==> src/hw/rtl/amof_pkg.sv <==
package amof_pkg;

	// Addressing mode codes
	localparam logic [3:0] MODE_IMP = 4'd0;
	localparam logic [3:0] MODE_ACC = 4'd1;
	localparam logic [3:0] MODE_IMM = 4'd2;
	localparam logic [3:0] MODE_ZP  = 4'd3;
	localparam logic [3:0] MODE_ZPX = 4'd4;
	localparam logic [3:0] MODE_ZPY = 4'd5;
	localparam logic [3:0] MODE_REL = 4'd6;
	localparam logic [3:0] MODE_ABS = 4'd7;
	localparam logic [3:0] MODE_ABX = 4'd8;
	localparam logic [3:0] MODE_ABY = 4'd9;
	localparam logic [3:0] MODE_IND = 4'd10;
	localparam logic [3:0] MODE_IZX = 4'd11;
	localparam logic [3:0] MODE_IZY = 4'd12;

	// Input item kinds
	localparam logic ITEM_START = 1'b0;
	localparam logic ITEM_DATA  = 1'b1;

	// Result kinds
	localparam logic RESULT_READ = 1'b0;
	localparam logic RESULT_DONE = 1'b1;

	// Extra cycle hints
	localparam logic [1:0] EXTRA_NONE  = 2'd0;
	localparam logic [1:0] EXTRA_CROSS = 2'd1;
	localparam logic [1:0] EXTRA_REL   = 2'd3;

	// Sequencer phase, one-hot
	typedef enum logic [5:0] {
		PH_IDLE = 6'b000001,
		PH_OP1  = 6'b000010,
		PH_OP2  = 6'b000100,
		PH_PL   = 6'b001000,
		PH_PH   = 6'b010000,
		PH_VAL  = 6'b100000
	} phase_t;

	typedef struct packed {
		logic        item_kind;
		logic [3:0]  mode;
		logic [15:0] prog_counter;
		logic [7:0]  index_x;
		logic [7:0]  index_y;
		logic [7:0]  accum;
		logic [7:0]  read_data;
	} item_t;

	typedef struct packed {
		logic        result_kind;
		logic [15:0] bus_address;
		logic [15:0] next_pc;
		logic [15:0] effective_address;
		logic [7:0]  operand_byte;
		logic [1:0]  extra_cycles;
	} result_t;

endpackage

==> src/hw/rtl/addressing_mode_operand_fetch_core.sv <==
// Channel | Handshake                    | Payload
// item    | item_valid / item_ready      | item   (item_t: start or read data)
// result  | result_valid / result_ready  | result (result_t: read request or done)
//
// Every accepted item gives exactly one result, registered and valid in the cycle after acceptance.
// One item per cycle while the result is taken: the next state and result come from one short decode between
// the state registers and the result register.
// item_ready is high while the result register is empty or is being taken.
// Reset clears the sequencer to idle and all retained address, PC and value state.
module addressing_mode_operand_fetch_core
	import amof_pkg::*;
(
	input  logic    clk,
	input  logic    arst_n,
	input  logic    item_valid,
	output logic    item_ready,
	input  item_t   item,
	output logic    result_valid,
	input  logic    result_ready,
	output result_t result
);

	// Sequencer state
	phase_t      phase_q, phase_n;
	logic [3:0]  mode_q, mode_n;
	logic [15:0] pc_q, pc_n;
	logic [7:0]  x_q, x_n;
	logic [7:0]  y_q, y_n;
	logic [7:0]  low_q, low_n;
	logic [15:0] ptr_q, ptr_n;
	logic [15:0] eff_q, eff_n;
	logic [7:0]  fetched_q, fetched_n;

	// Result register
	logic    res_valid_q;
	result_t res_q;
	result_t res_n;

	logic        accept;
	logic        done;
	logic [1:0]  extra;
	logic [15:0] req_addr;
	logic [7:0]  d;
	logic [7:0]  zp_x;
	logic [7:0]  zp_y;
	logic [7:0]  ptr_lo_inc;
	logic [15:0] base;
	logic [15:0] base_x;
	logic [15:0] base_y;

	assign item_ready   = !res_valid_q || result_ready;
	assign accept       = item_valid && item_ready;
	assign result_valid = res_valid_q;
	assign result       = res_q;

	// Datapath helpers
	assign d          = item.read_data;
	assign zp_x       = d + x_q;
	assign zp_y       = d + y_q;
	assign ptr_lo_inc = ptr_q[7:0] + 8'd1;
	assign base       = {d, low_q};
	assign base_x     = base + {8'h00, x_q};
	assign base_y     = base + {8'h00, y_q};

	// Next state and result decode
	always_comb begin
		phase_n   = PH_IDLE;
		mode_n    = mode_q;
		pc_n      = pc_q;
		x_n       = x_q;
		y_n       = y_q;
		low_n     = low_q;
		ptr_n     = ptr_q;
		eff_n     = eff_q;
		fetched_n = fetched_q;
		done      = 1'b1;
		extra     = EXTRA_NONE;
		req_addr  = 16'h0000;

		if (item.item_kind == ITEM_START) begin
			mode_n = item.mode;
			pc_n   = item.prog_counter;
			x_n    = item.index_x;
			y_n    = item.index_y;
			if (item.mode == MODE_ACC) begin
				fetched_n = item.accum;
			end else if (item.mode != MODE_IMP && item.mode <= MODE_IZY) begin
				done     = 1'b0;
				req_addr = item.prog_counter;
				pc_n     = item.prog_counter + 16'd1;
				phase_n  = PH_OP1;
			end
		end else begin
			unique case (phase_q)
				PH_OP1: begin
					unique case (mode_q) inside
						MODE_IMM: begin
							fetched_n = d;
						end
						MODE_REL: begin
							fetched_n = d;
							extra     = EXTRA_REL;
						end
						MODE_ZP: begin
							eff_n    = {8'h00, d};
							done     = 1'b0;
							req_addr = {8'h00, d};
							phase_n  = PH_VAL;
						end
						MODE_ZPX: begin
							eff_n    = {8'h00, zp_x};
							done     = 1'b0;
							req_addr = {8'h00, zp_x};
							phase_n  = PH_VAL;
						end
						MODE_ZPY: begin
							eff_n    = {8'h00, zp_y};
							done     = 1'b0;
							req_addr = {8'h00, zp_y};
							phase_n  = PH_VAL;
						end
						MODE_ABS, MODE_ABX, MODE_ABY, MODE_IND: begin
							low_n    = d;
							done     = 1'b0;
							req_addr = pc_q;
							pc_n     = pc_q + 16'd1;
							phase_n  = PH_OP2;
						end
						MODE_IZX: begin
							ptr_n    = {8'h00, zp_x};
							done     = 1'b0;
							req_addr = {8'h00, zp_x};
							phase_n  = PH_PL;
						end
						MODE_IZY: begin
							ptr_n    = {8'h00, d};
							done     = 1'b0;
							req_addr = {8'h00, d};
							phase_n  = PH_PL;
						end
						default: begin
							done = 1'b1;
						end
					endcase
				end
				PH_OP2: begin
					ptr_n = base;
					done  = 1'b0;
					if (mode_q == MODE_IND) begin
						req_addr = base;
						phase_n  = PH_PL;
					end else begin
						if (mode_q == MODE_ABX) begin
							eff_n = base_x;
						end else if (mode_q == MODE_ABY) begin
							eff_n = base_y;
						end else begin
							eff_n = base;
						end
						req_addr = eff_n;
						phase_n  = PH_VAL;
					end
				end
				PH_PL: begin
					// high pointer byte never leaves the page of the low byte
					low_n   = d;
					done    = 1'b0;
					phase_n = PH_PH;
					if (mode_q == MODE_IND) begin
						req_addr = {ptr_q[15:8], ptr_lo_inc};
					end else begin
						req_addr = {8'h00, ptr_lo_inc};
					end
				end
				PH_PH: begin
					ptr_n    = base;
					eff_n    = (mode_q == MODE_IZY) ? base_y : base;
					done     = 1'b0;
					req_addr = eff_n;
					phase_n  = PH_VAL;
				end
				PH_VAL: begin
					fetched_n = d;
					if ((mode_q == MODE_ABX || mode_q == MODE_ABY || mode_q == MODE_IZY) &&
						(ptr_q[15:8] != eff_q[15:8])) begin
						extra = EXTRA_CROSS;
					end
				end
				default: begin
					done = 1'b1;
				end
			endcase
		end

		// Assemble the result from the updated state
		res_n.next_pc = pc_n;
		if (done) begin
			res_n.result_kind       = RESULT_DONE;
			res_n.bus_address       = 16'h0000;
			res_n.effective_address = eff_n;
			res_n.operand_byte      = fetched_n;
			res_n.extra_cycles      = extra;
		end else begin
			res_n.result_kind       = RESULT_READ;
			res_n.bus_address       = req_addr;
			res_n.effective_address = 16'h0000;
			res_n.operand_byte      = 8'h00;
			res_n.extra_cycles      = EXTRA_NONE;
		end
	end

	// State registers
	always_ff @(posedge clk or negedge arst_n) begin
		if (!arst_n) begin
			phase_q   <= PH_IDLE;
			mode_q    <= MODE_IMP;
			pc_q      <= 16'h0000;
			x_q       <= 8'h00;
			y_q       <= 8'h00;
			low_q     <= 8'h00;
			ptr_q     <= 16'h0000;
			eff_q     <= 16'h0000;
			fetched_q <= 8'h00;
		end else if (accept) begin
			phase_q   <= phase_n;
			mode_q    <= mode_n;
			pc_q      <= pc_n;
			x_q       <= x_n;
			y_q       <= y_n;
			low_q     <= low_n;
			ptr_q     <= ptr_n;
			eff_q     <= eff_n;
			fetched_q <= fetched_n;
		end
	end

	// Result valid
	always_ff @(posedge clk or negedge arst_n) begin
		if (!arst_n) begin
			res_valid_q <= 1'b0;
		end else if (accept) begin
			res_valid_q <= 1'b1;
		end else if (result_ready) begin
			res_valid_q <= 1'b0;
		end
	end

	// Result payload
	always_ff @(posedge clk) begin
		if (accept) begin
			res_q <= res_n;
		end
	end

endmodule

==> config.mk <==
export PLATFORM = sky130hd
export DESIGN_NAME = addressing_mode_operand_fetch_core
export DESIGN_NICKNAME = d
export VERILOG_FILES = /design/src/hw/rtl/amof_pkg.sv /design/src/hw/rtl/addressing_mode_operand_fetch_core.sv
export SDC_FILE = /design/constraint.sdc
export NUM_CORES = 1
export LEC_CHECK = 0
export ABC_AREA = 1
export BUFFER_PORTS_ARGS = -buffer_cell sky130_fd_sc_hd__buf_2
export CAP_MARGIN = 20
export CELL_PAD_IN_SITES_DETAIL_PLACEMENT = 0
export CELL_PAD_IN_SITES_GLOBAL_PLACEMENT = 1
export CORE_MARGIN = 1
export CORE_UTILIZATION = 47
export DETAILED_ROUTE_END_ITERATION = 8
export PLACE_DENSITY_LB_ADDON = 0.2
export SLEW_MARGIN = 20
export SYNTH_ARGS = -nofsm -noshare
export SYNTH_HDL_FRONTEND = slang
export SYNTH_SLANG_ARGS = --single-unit
==> constraint.sdc <==
create_clock -name clk -period 3.26 [get_ports clk]
set_input_delay 0 -clock clk [delete_from_list [all_inputs] [get_ports clk]]
set_output_delay 0 -clock clk [all_outputs]
set_load 0.005 [all_outputs]
After elaboration in Yosys (flattened, before gate mapping)
Index checks and enable logic that the tools add are counted.

word-level totals
  bits in registers = 150
  latch bits = 0
  bits in writable memories = 0
  ROM bits = 0
  output and inout bits = 61
  word-level logic and storage cells = 113
  memories kept = 0

operators by class
  add/subtract/negate cells = 7
  multiply operators = 0
  divide/modulo/power cells = 0
  magnitude comparators = 1
  eq/ne operators = 20
  shift operators = 0
  muxes and demuxes = 44
  bitwise operators = 1
  reduce and logical (&&, ||, !) cells = 24

operator list
  operator                 count
  $mux W16                 15
  $pmux W16 S4             2
  $pmux W16 S3             2
  $pmux W16 S2             2
  $add A16 B1 Y16 const B  2
  $add A16 B8 Y16          2
  $mux W8                  4
  $pmux W8 S2              2
  $pmux W6 S4              1
  $eq A4 B4 Y1 const B     5
  $mux W6                  3
  $pmux W6 S3              1
  $mux W17                 1
  $add A8 B8 Y8            2
  $eq A4 B3 Y1 const B     4
  $reduce_or A2 Y1         5
  $reduce_or A9 Y1         1
  $add A8 B1 Y8 const B    1
  $eq A4 B2 Y1 const B     2
  $ne A8 B8 Y1             1
  $reduce_and A4 Y1        2
  $mux W1                  7
  $eq A6 B2 Y1 const B     1
  $eq A6 B3 Y1 const B     1
  other kinds (19)         28

Depth between registers and ports, before layout
  depth in word-level cells = 7
  mapped depth = 18
  mapped depth without buffers = 18

Worst setup path after synthesis
Ideal clock, no wire load.

  kind = flip-flop to flip-flop
  start point = register low_q[0]
  end point = register res_q, in the netlist result[48], data pin
  library setup time = 0.253 ns
  data arrival time = 1.931 ns
  setup slack = 1.076 ns
  cell stages (with the launch flop) = 17
  path buffers = 0
  cell sequence = dfrtp_1 > ha_1 > inv_1 > fa_1 > inv_1 > nand3_1 > nand2_1 > nand2_1 > nand2_1 > nand2_1 > nand2_1 > nand2_1 > nand3_1 > o31ai_1 > nand3b_1 > nand2_1 > nand2_1

between the ends
  longest elaborated chain between the ends = 6

RTL lines
  item                    line                                       RTL
  from (decl)             addressing_mode_operand_fetch_core.sv:29   logic [7:0] low_q, low_n;
  from (signal assigned)  addressing_mode_operand_fetch_core.sv:230  low_q <= low_n;
  $add A16 B8 Y16         addressing_mode_operand_fetch_core.sv:63   assign base_y = base + {8'h00, y_q};
  $mux W16                addressing_mode_operand_fetch_core.sv:155  end else if (mode_q == MODE_ABY) begin
  $mux W16                addressing_mode_operand_fetch_core.sv:153  if (mode_q == MODE_ABX) begin
  $mux W16                addressing_mode_operand_fetch_core.sv:149  if (mode_q == MODE_IND) begin
  $pmux W16 S4 *          addressing_mode_operand_fetch_core.sv:94   unique case (phase_q)
  $mux W16 *              addressing_mode_operand_fetch_core.sv:80   if (item.item_kind == ITEM_START) begin
  to (signal assigned)    addressing_mode_operand_fetch_core.sv:251  res_q <= res_n;
  to (decl)               addressing_mode_operand_fetch_core.sv:36   result_t res_q;

Mark *: on every way between the ends. The rest lies on a longest branch, timed or not.
A chain may end at the register's enable or synchronous reset.

Worst setup path in the final report
  start point = register low_q[0]
  end point = register res_q, in the netlist result[54], data pin

Same word-level chain as after synthesis.

==> flow_metrics.py <==
metrics = {
    "clocking": {
        "path_clk_slew_ns": 0.07,
        "clockBufferDepth": 2,
        "cts-resized-gates": 0,
        "cts_sinks": 150,
        "cts_tree": "built",
        "htree_levels": 4,
        "cts-buffers-inserted": 17,
        "clk_latency_ns": 0.43,
        "cts-root-buf": "clkbuf_16",
    },
    "power_and_ir_drop": {
        "peakVddDrop_mv": 0.312,
        "share_comb_of_total_power_pct": 39.0,
        "p_int_uw": 4630,
        "power.density_mw_per_mm2": 616,
        "sw_frac_of_total_pct": 41.9,
        "p_switching_uw": 3340,
        "clkPwrFrac_pct": 26.4,
        "p_seq_share_pct": 34.6,
        "power_leakage_uw": 0.00626,
    },
    "worst_setup_path": {
        "max_stage_delay_ns": 0.42,
        "arrival_ns": 2.96,
        "cp-start-kind": "flop",
        "crit_slowest_cell": "dfrtp_1",
        "worstSetupPathType": "reg -> reg",
        "worstPathCellList": "ha_1 -> inv_1 -> fa_1 -> inv_1 -> nand3_1 -> nand2_1 -> nand2_1 -> nand2_1 -> nand3_1 -> nand3_1 -> nand3_1 -> o21ai_0 -> nand2_1 -> o21ai_1",
        "crit_fanout": 8,
        "end_kind": "flop",
        "required_ns": 3.55,
    },
    "routing": {
        "wl_met1_mm": 16.9,
        "met2_length_mm": 18.4,
        "ant_nets": 0,
        "drtPass1Iterations": 6,
        "vias": 11500,
        "wl_met3_mm": 2.89,
        "viasPerCell": 5.60,
        "wirelength_mm": 40.0,
        "drc_errors": 0,
        "highest_layer": "met4",
        "dr.first_iter.drc_count": 1140,
        "avgRoutedWirePerCell_um": 19.5,
    },
    "cells_and_area": {
        "final_cell_mix": "481 x nand2_1, 180 x inv_1, 133 x nand3_1",
        "final.fill_count": 2280,
        "fin_nets": 1816,
        "layout_commonest_cell": "nand2_1",
        "areaGrowthSynthToFinish_pct": 17.1,
        "final_layout_size_suffix_gt1_share_pct": 13.7,
        "final_area_mm2": 0.0129,
    },
    "grt": {
        "grt_overflow_total": 0,
        "grt_pass1_wl_mm": 61.8,
        "grt.total_usage_pct": 34.3,
        "grt_max_degree": 109,
        "grt_pass1_vias": 10900,
        "antenna_found_initial": 1,
    },
    "floorplanning": {
        "num_rows": 55,
        "die-width_um": 155,
        "design.die.area_mm2": 0.0241,
        "start_util_pct": 48.3,
        "die_y_um": 155,
        "ioPinCount": 118,
        "core_mm2": 0.0228,
    },
    "timing": {
        "worstMarginPinSlew_ns": 0.968,
        "fin_crit_ns": 2.67,
        "final_max_slew_viol_count": 0,
        "holdWs_ns": 0.00878,
        "final.setup.tns_ns": 0,
        "slew_headroom_pct": 35.5,
        "rsz0062_at_grt": "no",
        "fmax_mhz": 374,
        "setup_viol": 0,
        "finalHoldViolations": 0,
        "min_period_over_period_pct": 82.0,
        "clock_skew_ns": 0.0115,
    },
    "placed_design": {
        "dpl.hpwl_mm": 29.4,
        "dpl_cell_area_mm2": 0.0120,
        "gp_congestion": 0.955,
        "portBuffers": 117,
    },
    "outcome": {
        "status": "completed",
    },
    "yosys": {
        "synth-edff-count": 59,
        "ys.flop_type": "dfrtp_1",
        "synth.top_cell.area_share_pct": 20.4,
        "synth_fp_nets": 1672,
        "yosys_warnings": 0,
        "netlist_area_mm2": 0.0110,
        "synthCells": 1576,
        "synth-seq-cells": 150,
        "syn_area_per_cell_um2": 7.01,
        "synth.area.top_cells": "dfrtp_1 20%, nand2_1 16%, edfxtp_1 16%, inv_1 6.1%, nand3_1 6.0%",
        "yosysTopAreaCell": "dfrtp_1",
        "synth-async-reset-ratio_pct": 60.7,
        "synthDistinctLibCells": 52,
        "yosysSeqAreaShare_pct": 36.7,
    },
    "flow_run": {
        "cap_violations": 0,
    },
    "worst_hold_path": {
        "hold_class": "in -> reg",
    },
}
## synthesized netlist by cell type, types with 6 or more instances
library cell    n
a21oi_1       125
buf_2          27
clkbuf_1       17
dfrtp_1        90
edfxtp_1       59
ha_1           35
inv_1         180
inv_2          12
mux2_2         14
nand2_1       481
nand3_1       133
nand3b_1        8
nand4_1        23
nor2_1         80
nor3_1         14
o2111ai_1       6
o211ai_1       19
o21ai_0       117
o21ai_1        33
o22ai_1         9
o31ai_1         6
xnor2_1        10
xor2_1         10
## metal layers
layer	vias to the layer above	GRT usage, %
met5	-	0
met2	492	55.2
met4	0	18.1
li1	5532	-
met3	99	5.40
met1	5343	44.5
## repair_timing
| item | CTS | global route |
|---|---|---|
| setup buffers | 0 | 0 |
| hold buffers | 34 | 0 |
| hold endpoints to repair | 95 | 0 |
## sequential cells by signal, summed over array words and instances (netlist names), 8 cells and up
register / cells
fetched_q: 8
low_q: 8
pc_q: 16
x_q: 8
eff_q: 16
result: 59
ptr_q: 16
y_q: 8
## stage by stage
stage	worst slack, ns	utilization, %	cells	total power (uW)
finish	0.587	56.6	2047	7960
global route	0.381	56.6	2047	8480
CTS	0.662	56.6	2046	7920
detailed placement	0.681	52.4	1980	5790
global placement	0.734	52.4	1980	5770
floorplan	1.08	-	1576	4820
## area by class of cell
cell class | instances | area [um2] | share of cell area, %
Antenna cell | 1 | 2.50 | 0.0193
Clock buffer | 17 | 425 | 3.29
Clock inverter | 15 | 184 | 1.42
Inverter | 200 | 762 | 5.89
Multi-Input combinational cell | 1174 | 5970 | 46.2
Sequential cell | 150 | 4050 | 31.3
Tap cell | 313 | 392 | 3.03
Timing Repair Buffer | 177 | 1150 | 8.88
## kinds of logic after synthesis
kind of cell	share of synthesized area, %
buffers and inverters	9.29
and+or+nand+nor	29.8
adders and majority gates	4.69
AOI/OAI and AO/OA	16.6
muxes	1.43
DFF	36.7
xor gates and xnor gates	1.59
## power by group through the flow
| stage | logic [uW] | registers [uW] | clock network (uW) |
|---|---|---|---|
| global placement | 2990 | 2770 | 0 |
| floorplan | 2130 | 2690 | 0 |
| global route | 3490 | 2810 | 2180 |
| CTS | 3060 | 2740 | 2110 |
| finish | 3110 | 2760 | 2100 |
| detailed placement | 3010 | 2780 | 0 |
## worst max-delay path, delay by kind of cell, from the launching register on
family                     cells  cell delay, ns
adders and majority gates      2            0.61
buffers and inverters          2            0.13
and+or+nand+nor                8            1.03
AOI/OAI and AO/OA              2            0.33
DFF                            1            0.42
## final timing paths
path / startpoint / to / slack, ns / cells past startpoint
setup / recovery: low_q[0]$_DFFE_PN0P_ / result[54]$_SDFFCE_PP0P_ / 0.59 / 14
setup reg to reg: low_q[0]$_DFFE_PN0P_ / result[54]$_SDFFCE_PP0P_ / 0.59 / 14
hold reg to reg: pc_q[12]$_DFFE_PN0P_ / pc_q[12]$_DFFE_PN0P_ / 0.52 / 2
hold / removal: item[33] / result[43]$_SDFFCE_PP0P_ / 0.009 / 3
max in group asynchronous: arst_n / phase_q[0]$_DFFE_PN1P_ / 2.22 / 3
min in group asynchronous: arst_n / eff_q[15]$_DFFE_PN0P_ / 0.24 / 2
Note: power is estimated with default switching activity, not from simulation.
